--- config.mk ---
export PLATFORM = sky130hd
export DESIGN_NAME = krt_ram
export DESIGN_NICKNAME = d
export VERILOG_FILES = /design/src/krt_ram.sv
export SDC_FILE = /design/constraint.sdc
export NUM_CORES = 1
export LEC_CHECK = 0
export BUFFER_PORTS_ARGS = -buffer_cell sky130_fd_sc_hd__buf_4
export CAP_MARGIN = 20
export CORE_MARGIN = 5
export CORE_UTILIZATION = 60
export CTS_CLUSTER_SIZE = 28
export DETAILED_ROUTE_END_ITERATION = 8
export GPL_TIMING_DRIVEN = 0
export PLACE_DENSITY = 0.79
export REMOVE_ABC_BUFFERS = 1
export SKIP_LAST_GASP = 1
export SYNTH_ARGS = -nofsm -noshare
export SYNTH_HDL_FRONTEND = slang
export SYNTH_SLANG_ARGS = --single-unit
--- constraint.sdc ---
create_clock -name aclk -period 2.7 [get_ports aclk]
set_input_delay 0.54 -clock aclk [delete_from_list [all_inputs] [get_ports aclk]]
set_output_delay 0.54 -clock aclk [all_outputs]
set_load 0.02 [all_outputs]
--- src/krt_ram.sv ---
// ----------------------------------------------------------------------------
// krt_ram: generic single-port-write, single-port-read RAM
// One write and one read per cycle, read data registered.
// ----------------------------------------------------------------------------
module krt_ram #(
    parameter int WIDTH = 8,
    parameter int DEPTH = 16
) (
    input  logic                     aclk,
    input  logic                     we,
    input  logic [$clog2(DEPTH)-1:0] waddr,
    input  logic [WIDTH-1:0]         wdata,
    input  logic                     re,
    input  logic [$clog2(DEPTH)-1:0] raddr,
    output logic [WIDTH-1:0]         rdata
);

    logic [WIDTH-1:0] mem [DEPTH];
    logic [WIDTH-1:0] rdata_reg;

    always_ff @(posedge aclk) begin
        if (we) begin
            mem[waddr] <= wdata;
        end
        if (re) begin
            rdata_reg <= mem[raddr];
        end
    end

    assign rdata = rdata_reg;

endmodule

==> out/metrics.yaml <==
synth_commonest_cells: "edfxtp_1 (136), mux4_2 (18), a22oi_1 (16), mux4_1 (14), nor2_1 (13)"
rows: 34
initial_utilization_pct: 60.8
post-route-util_pct: 70.6
synth_most_common_cell: "edfxtp_1"
die_w_um: 103
synth_area_leaders: "edfxtp_1 (78%), mux4_2 (7.8%), mux4_1 (7.0%), a22oi_1 (2.3%), nor2_1 (0.93%)"
viasPerCell: 6.23
p_leak_nw: 2.01
fin_skew_ns: 0.00748
ant_nets: 0
layout.nets: 284
synth_ff_type: "edfxtp_1"
cts_buffers: 17
avgSynthCellArea_um2: 22.8
p_seq_share_pct: 49.6
p_per_area_nw_per_um2: 795
antenna_found_initial: 0
insertedDiodeCount: 0
synth_seq_cells: 136
pre_cts_slack_ns: 0.289
grt_pass1_wl_um: 14300
rsz0062_at_grt: "false"
sw_frac_of_total_pct: 19.9
period_share_pct: 69.3
setup_viol: 0
ys.warnings.count: 0
cts.htree.levels: 4
worstPathRequired_ns: 2.94
area_delta_synth_final_pct: 16.0
path_cells: "buf_4 -> mux4_1 -> a22oi_1 -> nand2_1"
yosys.area.top_type_share_pct: 78.1
synth_top_area_cell: "edfxtp_1"
ctsHoldBuffers: 0
final_max_slew_viol_count: 0
drt_pass1_iterations: 6
cts_root_buf: "clkbuf_8"
gp_congestion: 0.713
cts_resized: 0
status: "finished, final reports clean"
vias: 2392
die_area_um2: 10700
arrival_ns: 2.11
largest_register_ff_count: 128
wirelength_um: 9450
grt_pass1_vias: 2400
fin_ws_ns: 0.829
clk_pin_slew_ns: 0.06
yosysSeqAreaShare_pct: 78.1
fin_crit_ns: 1.87
clkPwrFrac_pct: 45.7
drtIter0Drc: 185
die-height_um: 103
tns_ns: 0
tightest_slew_ns: 1.05
syn_inst: 229
cts_tree: "done"
async_flop_share_pct: 0
finalInstanceArea_um2: 6060
vdd_drop_max_uv: 502
yosysUniqueCellTypes: 18
post-cts-setup-buffers: 0
power.total_mw: 4.82
dpl_cell_area_um2: 5490
cp_max_fo: 32
hold_viol: 0
cp-end-kind: "flop"
cts.sinks: 136
pwr-share-comb_pct: 4.7
p_switching_mw: 0.958
clk_latency_ns: 0.51
core_area_um2: 8590
crit_path_start_kind: "primary input"
synth-edff-count: 136
post_drt_wl_per_cell_um: 24.6
hold_path.class: "in -> reg"
critPathKind: "in -> reg"
port_buffers: 26
placed_cells: 354
max_freq_mhz: 534
hpwl_um: 5520
internal_power_mw: 3.86
grt_start_max_net_pins: 33
worst_path_max_delay_cell: "mux4_1"
drcViolationCount: 0
netlist_area_um2: 5230
io_pins: 27
grt_use_total_pct: 19.9
slew_headroom_pct: 29.5
hold_slack_ns: 0.312
cts_buffer_depth: 2
max_cap_violations: 0
grt-ovfl-total: 0
critPathMaxStageDelay_ns: 0.66
drive_gt1_share_pct: 28.3
fin_cells: 384
==> placed cells by master (no fill, tap or decap) <==
cell type / Yosys / final
clkbuf_16: 0 / 16
clkinvlp_4: 0 / 3
nand3b_1: 2 / 2
and2_1: 1 / 1
clkinv_1: 0 / 1
nor2_1: 13 / 13
bufinv_16: 0 / 3
nor2b_1: 1 / 1
edfxtp_1: 136 / 136
buf_4: 1 / 26
clkinv_4: 0 / 3
clkbuf_8: 0 / 1
mux4_1: 14 / 14
and2b_1: 1 / 1
nand2b_1: 2 / 2
nand3_1: 1 / 1
buf_2: 3 / 1
a22oi_1: 16 / 16
or3b_2: 1 / 1
mux4_2: 18 / 18
nor3_2: 0 / 3
nand2_1: 9 / 9
nor3_1: 4 / 1
clkinv_2: 0 / 3
==> worst max-delay path: cells and delay by family <==
kind	cells	cell delay [ns]
buf+inv	1	0.47
simple gates	1	0.14
compound gates	1	0.29
mux	1	0.66
==> cells by family after synthesis <==
kind of cell	Yosys count	synth area share, %
AND/OR/NAND/NOR	35	3.14
buffers and inverters	10	1.65
multiplexers	32	14.8
AO/OA/AOI/OAI	16	2.30
flip-flops	136	78.1
==> layer usage <==
metal | routed length (um) | track usage [%] | part of all wire (%)
met1 | 3970 | 28.0 | 42
met2 | 4670 | 30.6 | 49
met3 | 610 | 4.36 | 6.5
met4 | 192 | 8.37 | 2.0
met5 | 0 | 0 | 0
==> final timing paths <==
check / start / end / slack [ns] / cells past startpoint
setup / recovery: raddr[0] / rdata[3]$_DFFE_PP_ / 0.83 / 4
setup reg to reg: mem[0][3]$_DFFE_PP_ / rdata[3]$_DFFE_PP_ / 1.12 / 3
hold / removal: re / rdata[7]$_DFFE_PP_ / 0.31 / 1
hold reg to reg: mem[12][1]$_DFFE_PP_ / rdata[1]$_DFFE_PP_ / 0.75 / 3
==> power by group through the flow <==
| stage | logic [mW] | clock network, mW | registers, mW |
|---|---|---|---|
| detailed placement | 0.228 | 0 | 2.43 |
| global route | 0.244 | 2.33 | 2.39 |
| floorplan | 0.0948 | 0 | 2.45 |
| CTS | 0.229 | 2.23 | 2.39 |
| finish | 0.226 | 2.20 | 2.39 |
| global placement | 0.220 | 0 | 2.43 |
==> final cells by class <==
type | instances | area [um2]
clock buffer | 17 | 414
clock inverter | 13 | 158
tap | 108 | 135
sequential | 136 | 4080
timing repair buffer | 27 | 200
multi-input combinational | 83 | 1070
fill | 516 | 2530
No activity file was read; power rests on OpenSTA's default activity.
