[config.mk]
export PLATFORM = sky130hd
export DESIGN_NAME = krt_scan
export DESIGN_NICKNAME = d
export VERILOG_FILES = /design/src/krt_pkg.sv /design/src/krt_scan.sv
export SDC_FILE = /design/constraint.sdc
export NUM_CORES = 1
export LEC_CHECK = 0
export BUFFER_PORTS_ARGS = -buffer_cell sky130_fd_sc_hd__buf_4
export CAP_MARGIN = 20
export CORE_AREA = 2 2 103 105
export DETAILED_ROUTE_END_ITERATION = 12
export DIE_AREA = 0 0 105 107
export PLACE_DENSITY = 0.77
export RECOVER_POWER = 50
export SKIP_LAST_GASP = 1
export SYNTH_ARGS = -nofsm -noshare
export SYNTH_HDL_FRONTEND = slang
export SYNTH_SLANG_ARGS = --single-unit
[constraint.sdc]
create_clock -name aclk -period 11.69 [get_ports aclk]
set_input_delay 2.9225 -clock aclk [delete_from_list [all_inputs] [get_ports aclk]]
set_output_delay 2.9225 -clock aclk [all_outputs]
set_load 0.02 [all_outputs]
[src/krt_pkg.sv]
// ----------------------------------------------------------------------------
// krt_pkg: shared types and constants for the keyed record table
// Operation and status codes, the packed field layout of the stream
// payloads and the flag group that the scan unit reports.
// ----------------------------------------------------------------------------
package krt_pkg;

    typedef enum logic [1:0] {
        OP_INSERT   = 2'd0,
        OP_DELETE   = 2'd1,
        OP_SEARCH   = 2'd2,
        OP_RESERVED = 2'd3
    } op_t;

    typedef enum logic [1:0] {
        ST_OK      = 2'd0,
        ST_DUP     = 2'd1,
        ST_FULL    = 2'd2,
        ST_MISSING = 2'd3
    } status_t;

    localparam int OP_W      = 2;
    localparam int KEY_W     = 32;
    localparam int AGE_W     = 8;
    localparam int NAME_IN_W = 64;
    localparam int STATUS_W  = 2;
    localparam int SLOT_W    = 7;

    localparam int S_TDATA_W = 112;
    localparam int M_TDATA_W = 88;

    // What the scan unit has found so far.
    typedef struct packed {
        logic hit;
        logic free_found;
    } scan_flags_t;

endpackage

[src/krt_scan.sv]
// ----------------------------------------------------------------------------
// krt_scan: key compare and first-free tracking unit
// Looks at one table entry per cycle while rvalid is high and keeps the
// lowest matching valid entry and the lowest free entry seen since the last start.
// ----------------------------------------------------------------------------
module krt_scan #(
    parameter int ENTRIES    = 128,
    parameter int NAME_BYTES = 8
) (
    input  logic                                   aclk,
    input  logic                                   aresetn,
    input  logic                                   start,
    input  logic                                   rvalid,
    input  logic [$clog2(ENTRIES)-1:0]             ridx,
    input  logic [krt_pkg::KEY_W+krt_pkg::AGE_W+8*NAME_BYTES:0] rword,
    input  logic [krt_pkg::KEY_W-1:0]              key,
    output krt_pkg::scan_flags_t                   flags,
    output logic [$clog2(ENTRIES)-1:0]             hit_idx,
    output logic [$clog2(ENTRIES)-1:0]             free_idx,
    output logic [krt_pkg::KEY_W+krt_pkg::AGE_W+8*NAME_BYTES:0] hit_word
);
    import krt_pkg::*;

    localparam int IDX_W  = $clog2(ENTRIES);
    localparam int WORD_W = KEY_W + AGE_W + 8 * NAME_BYTES + 1;

    scan_flags_t       flags_reg, flags_next;
    logic [IDX_W-1:0]  hit_idx_reg, hit_idx_next;
    logic [IDX_W-1:0]  free_idx_reg, free_idx_next;
    logic [WORD_W-1:0] hit_word_reg, hit_word_next;
    logic              entry_valid;
    logic              key_eq;

    assign entry_valid = rword[0];
    assign key_eq      = (rword[KEY_W:1] == key);

    always_comb begin
        flags_next    = flags_reg;
        hit_idx_next  = hit_idx_reg;
        free_idx_next = free_idx_reg;
        hit_word_next = hit_word_reg;
        if (start) begin
            flags_next = '0;
        end else if (rvalid) begin
            if (entry_valid && key_eq && !flags_reg.hit) begin
                flags_next.hit = 1'b1;
                hit_idx_next   = ridx;
                hit_word_next  = rword;
            end
            if (!entry_valid && !flags_reg.free_found) begin
                flags_next.free_found = 1'b1;
                free_idx_next         = ridx;
            end
        end
    end

    always_ff @(posedge aclk) begin
        if (!aresetn) begin
            flags_reg <= '0;
        end else begin
            flags_reg <= flags_next;
        end
        hit_idx_reg  <= hit_idx_next;
        free_idx_reg <= free_idx_next;
        hit_word_reg <= hit_word_next;
    end

    assign flags    = flags_reg;
    assign hit_idx  = hit_idx_reg;
    assign free_idx = free_idx_reg;
    assign hit_word = hit_word_reg;

endmodule
==> flow_metrics.py <==
metrics = {
    "critical_path": {
        "path_delay_family": "simple AND/OR/NAND/NOR gates",
        "critPathRequiredTime_ps": 11810,
        "r2r_slack_ps": 8700,
        "cp.arrival_ps": 5710,
        "crit_top_cell": "buf_4",
        "cp_slowest_cell": "buf_4",
        "crit_type": "primary input to flop",
        "start_kind": "primary input",
        "crit_chain": "buf_4, xnor2_1, nand4_1, nor4_1, nand3_1, nor2_4, buf_4",
        "crit_fanout": 86,
        "critPathCaptureType": "flop",
        "worstRegToRegCells": 6,
        "worst-path-stages": 7,
        "path_buf_inv": 2,
        "cpPeakStageDelay_ps": 910,
    },
    "floorplanning": {
        "io_pins": 269,
        "die_h_um": 107,
        "dieArea_um2": 11200,
        "rows": 37,
        "coreArea_um2": 10100,
        "initial_utilization": 0.397,
        "fp.dieW_um": 105,
    },
    "routing": {
        "drt_first_pass_iters": 4,
        "vias_per_cell": 4.45,
        "vias": 2715,
        "drc": 0,
        "drtAntennaViolNets": 0,
        "wl_per_cell_um": 16.5,
        "drtIter0Drc": 128,
        "routed_wl_um": 10100,
    },
    "grt": {
        "track_usage": 0.179,
        "grt_pass1_wl_um": 14700,
        "grt_max_degree": 87,
        "grt_pass1_vias": 2849,
        "antenna_found_initial": 0,
        "grt_overflow": 0,
    },
    "clocking": {
        "ctsHoldBuffers": 0,
        "ctsResizeCount": 0,
        "clock_path_buffers": 2,
        "clk_pin_slew_ps": 60,
        "htreeDepth": 4,
        "cts_setup_buffers": 0,
        "cts-buffers-inserted": 17,
        "cts_root_buf": "clkbuf_8",
        "cts_tree": "yes",
        "insertion_delay_ps": 510,
        "cts.sinks": 121,
    },
    "min_path": {
        "hold_path_depth": 2,
        "hp-class": "flop to flop",
    },
    "layout": {
        "fin_area_um2": 6400,
        "instances_no_fill": 610,
        "largest_reg_flops": 105,
        "most-common-layout-cells": "119 x edfxtp_1, 104 x buf_4, 84 x clkbuf_4, 82 x clkbuf_1, 29 x xnor2_1",
        "layout-drive-gt1-share": 0.458,
        "insertedDiodeCount": 0,
        "fillerInstances": 815,
        "final_net_count": 610,
        "layout_commonest_cell": "edfxtp_1",
        "syn_to_final_growth_pct": 59.8,
    },
    "sta": {
        "setup_slack_ps": 6100,
        "final_hold_viol_count": 0,
        "grt_setup_unrepaired": "no",
        "period_minus_slack_ps": 5590,
        "tns_ps": 0,
        "maxSlewViolCount": 0,
        "fmax_ghz": 0.179,
        "max_slew_margin": 0.307,
        "finClkSkew_ps": 5.73,
        "worst_pin_slew_ps": 1040,
        "setup_violations": 0,
        "timing.final.crit_share": 0.479,
    },
    "pwr": {
        "finalPower_mw": 0.960,
        "p_per_area_nw_per_um2": 150,
        "peakVddDrop_mv": 0.0674,
        "p_leak_nw": 2.40,
    },
    "synthesis": {
        "avgSynthCellArea_um2": 23.2,
        "synthTopCellsByArea": "edfxtp_1 89%, xnor2_1 6.3%, nand4_1 1.2%",
        "ys_seq_elements": 121,
        "netlist_area_um2": 4010,
        "ys_types": 13,
        "synthesis.nets": 321,
        "yosysSeqAreaShare": 0.902,
        "synth_warnings": 0,
        "synth_top_area_frac": 0.892,
        "syn_inst": 173,
        "synth_largest_area_cell": "edfxtp_1",
    },
    "placement": {
        "dp_cells": 579,
        "place_congestion": 0.771,
        "dp_hpwl_um": 7720,
        "place_area_um2": 6210,
        "port_buffers": 268,
        "place_ws_ps": 5620,
    },
    "job": {
        "maxCapViolCount": 0,
    },
    "run_status": {
        "outcome": "finished, final reports clean",
    },
}
==> worst paths after layout <==
kind | from | to
setup / recovery | key[1] | hit_idx[4]
hold / removal | flags[1] | flags[1]
setup reg to reg | flags[1] | hit_idx[4]
hold reg to reg | flags[1] | flags[1]
==> power by group <==
part	total [mW]	internal (mW)	switching, mW	leakage [nW]
logic	0.0515	0.0339	0.0176	1.08
registers	0.478	0.477	0.000291	1.09
clock network	0.430	0.254	0.176	0.234
==> cells in the mapped netlist <==
library cell,instances
xnor2_1,29
edfxtp_1,119
dfxtp_1,2
nand2b_1,1
nand3_1,1
nand4_1,8
nor4b_1,1
nor2_1,2
xor2_1,3
nor3_1,1
inv_1,2
nor4_1,2
a21oi_1,2
==> logic make-up (layout without fill, tap and decap cells) <==
logic type | Yosys count | after routing | share of synthesized area
AO/OA/AOI/OAI | 2 | 2 | 0.00250
XOR/XNOR | 32 | 32 | 0.0700
buffers and inverters | 2 | 303 | 0.00187
flip-flops | 121 | 121 | 0.902
AND/OR/NAND/NOR | 16 | 16 | 0.0237
==> area by class of cell <==
type | count | area (um2) | share of cell area
tap | 136 | 170 | 0.0266
inverter | 2 | 7.51 | 0.00117
clock inverter | 14 | 86.3 | 0.0135
clock buffer | 17 | 414 | 0.0647
timing repair buffer | 270 | 1720 | 0.268
multi-input combinational | 50 | 393 | 0.0614
sequential | 121 | 3610 | 0.564
==> stage by stage <==
step / utilization / hold slack (ps)
after detailed placement: 0.615 / 507
final: 0.635 / 513
after global routing: 0.635 / 555
after global placement: 0.615 / 486
after floorplan: - / 542
after CTS: 0.665 / 519
==> tightest hold or removal path: cells and delay by family (launching register included) <==
family / cells / cell delay (ps)
flip-flops: 1 / 320
buffers and inverters: 1 / 80
AO/OA/AOI/OAI: 1 / 60
==> layer usage <==
metal / wire (um) / GRT usage
met1: 3540 / 0.183
met2: 5220 / 0.316
met3: 1080 / 0.0821
met4: 210 / 0.0752
met5: 0 / 0
Power figures use the tool's default switching activity.
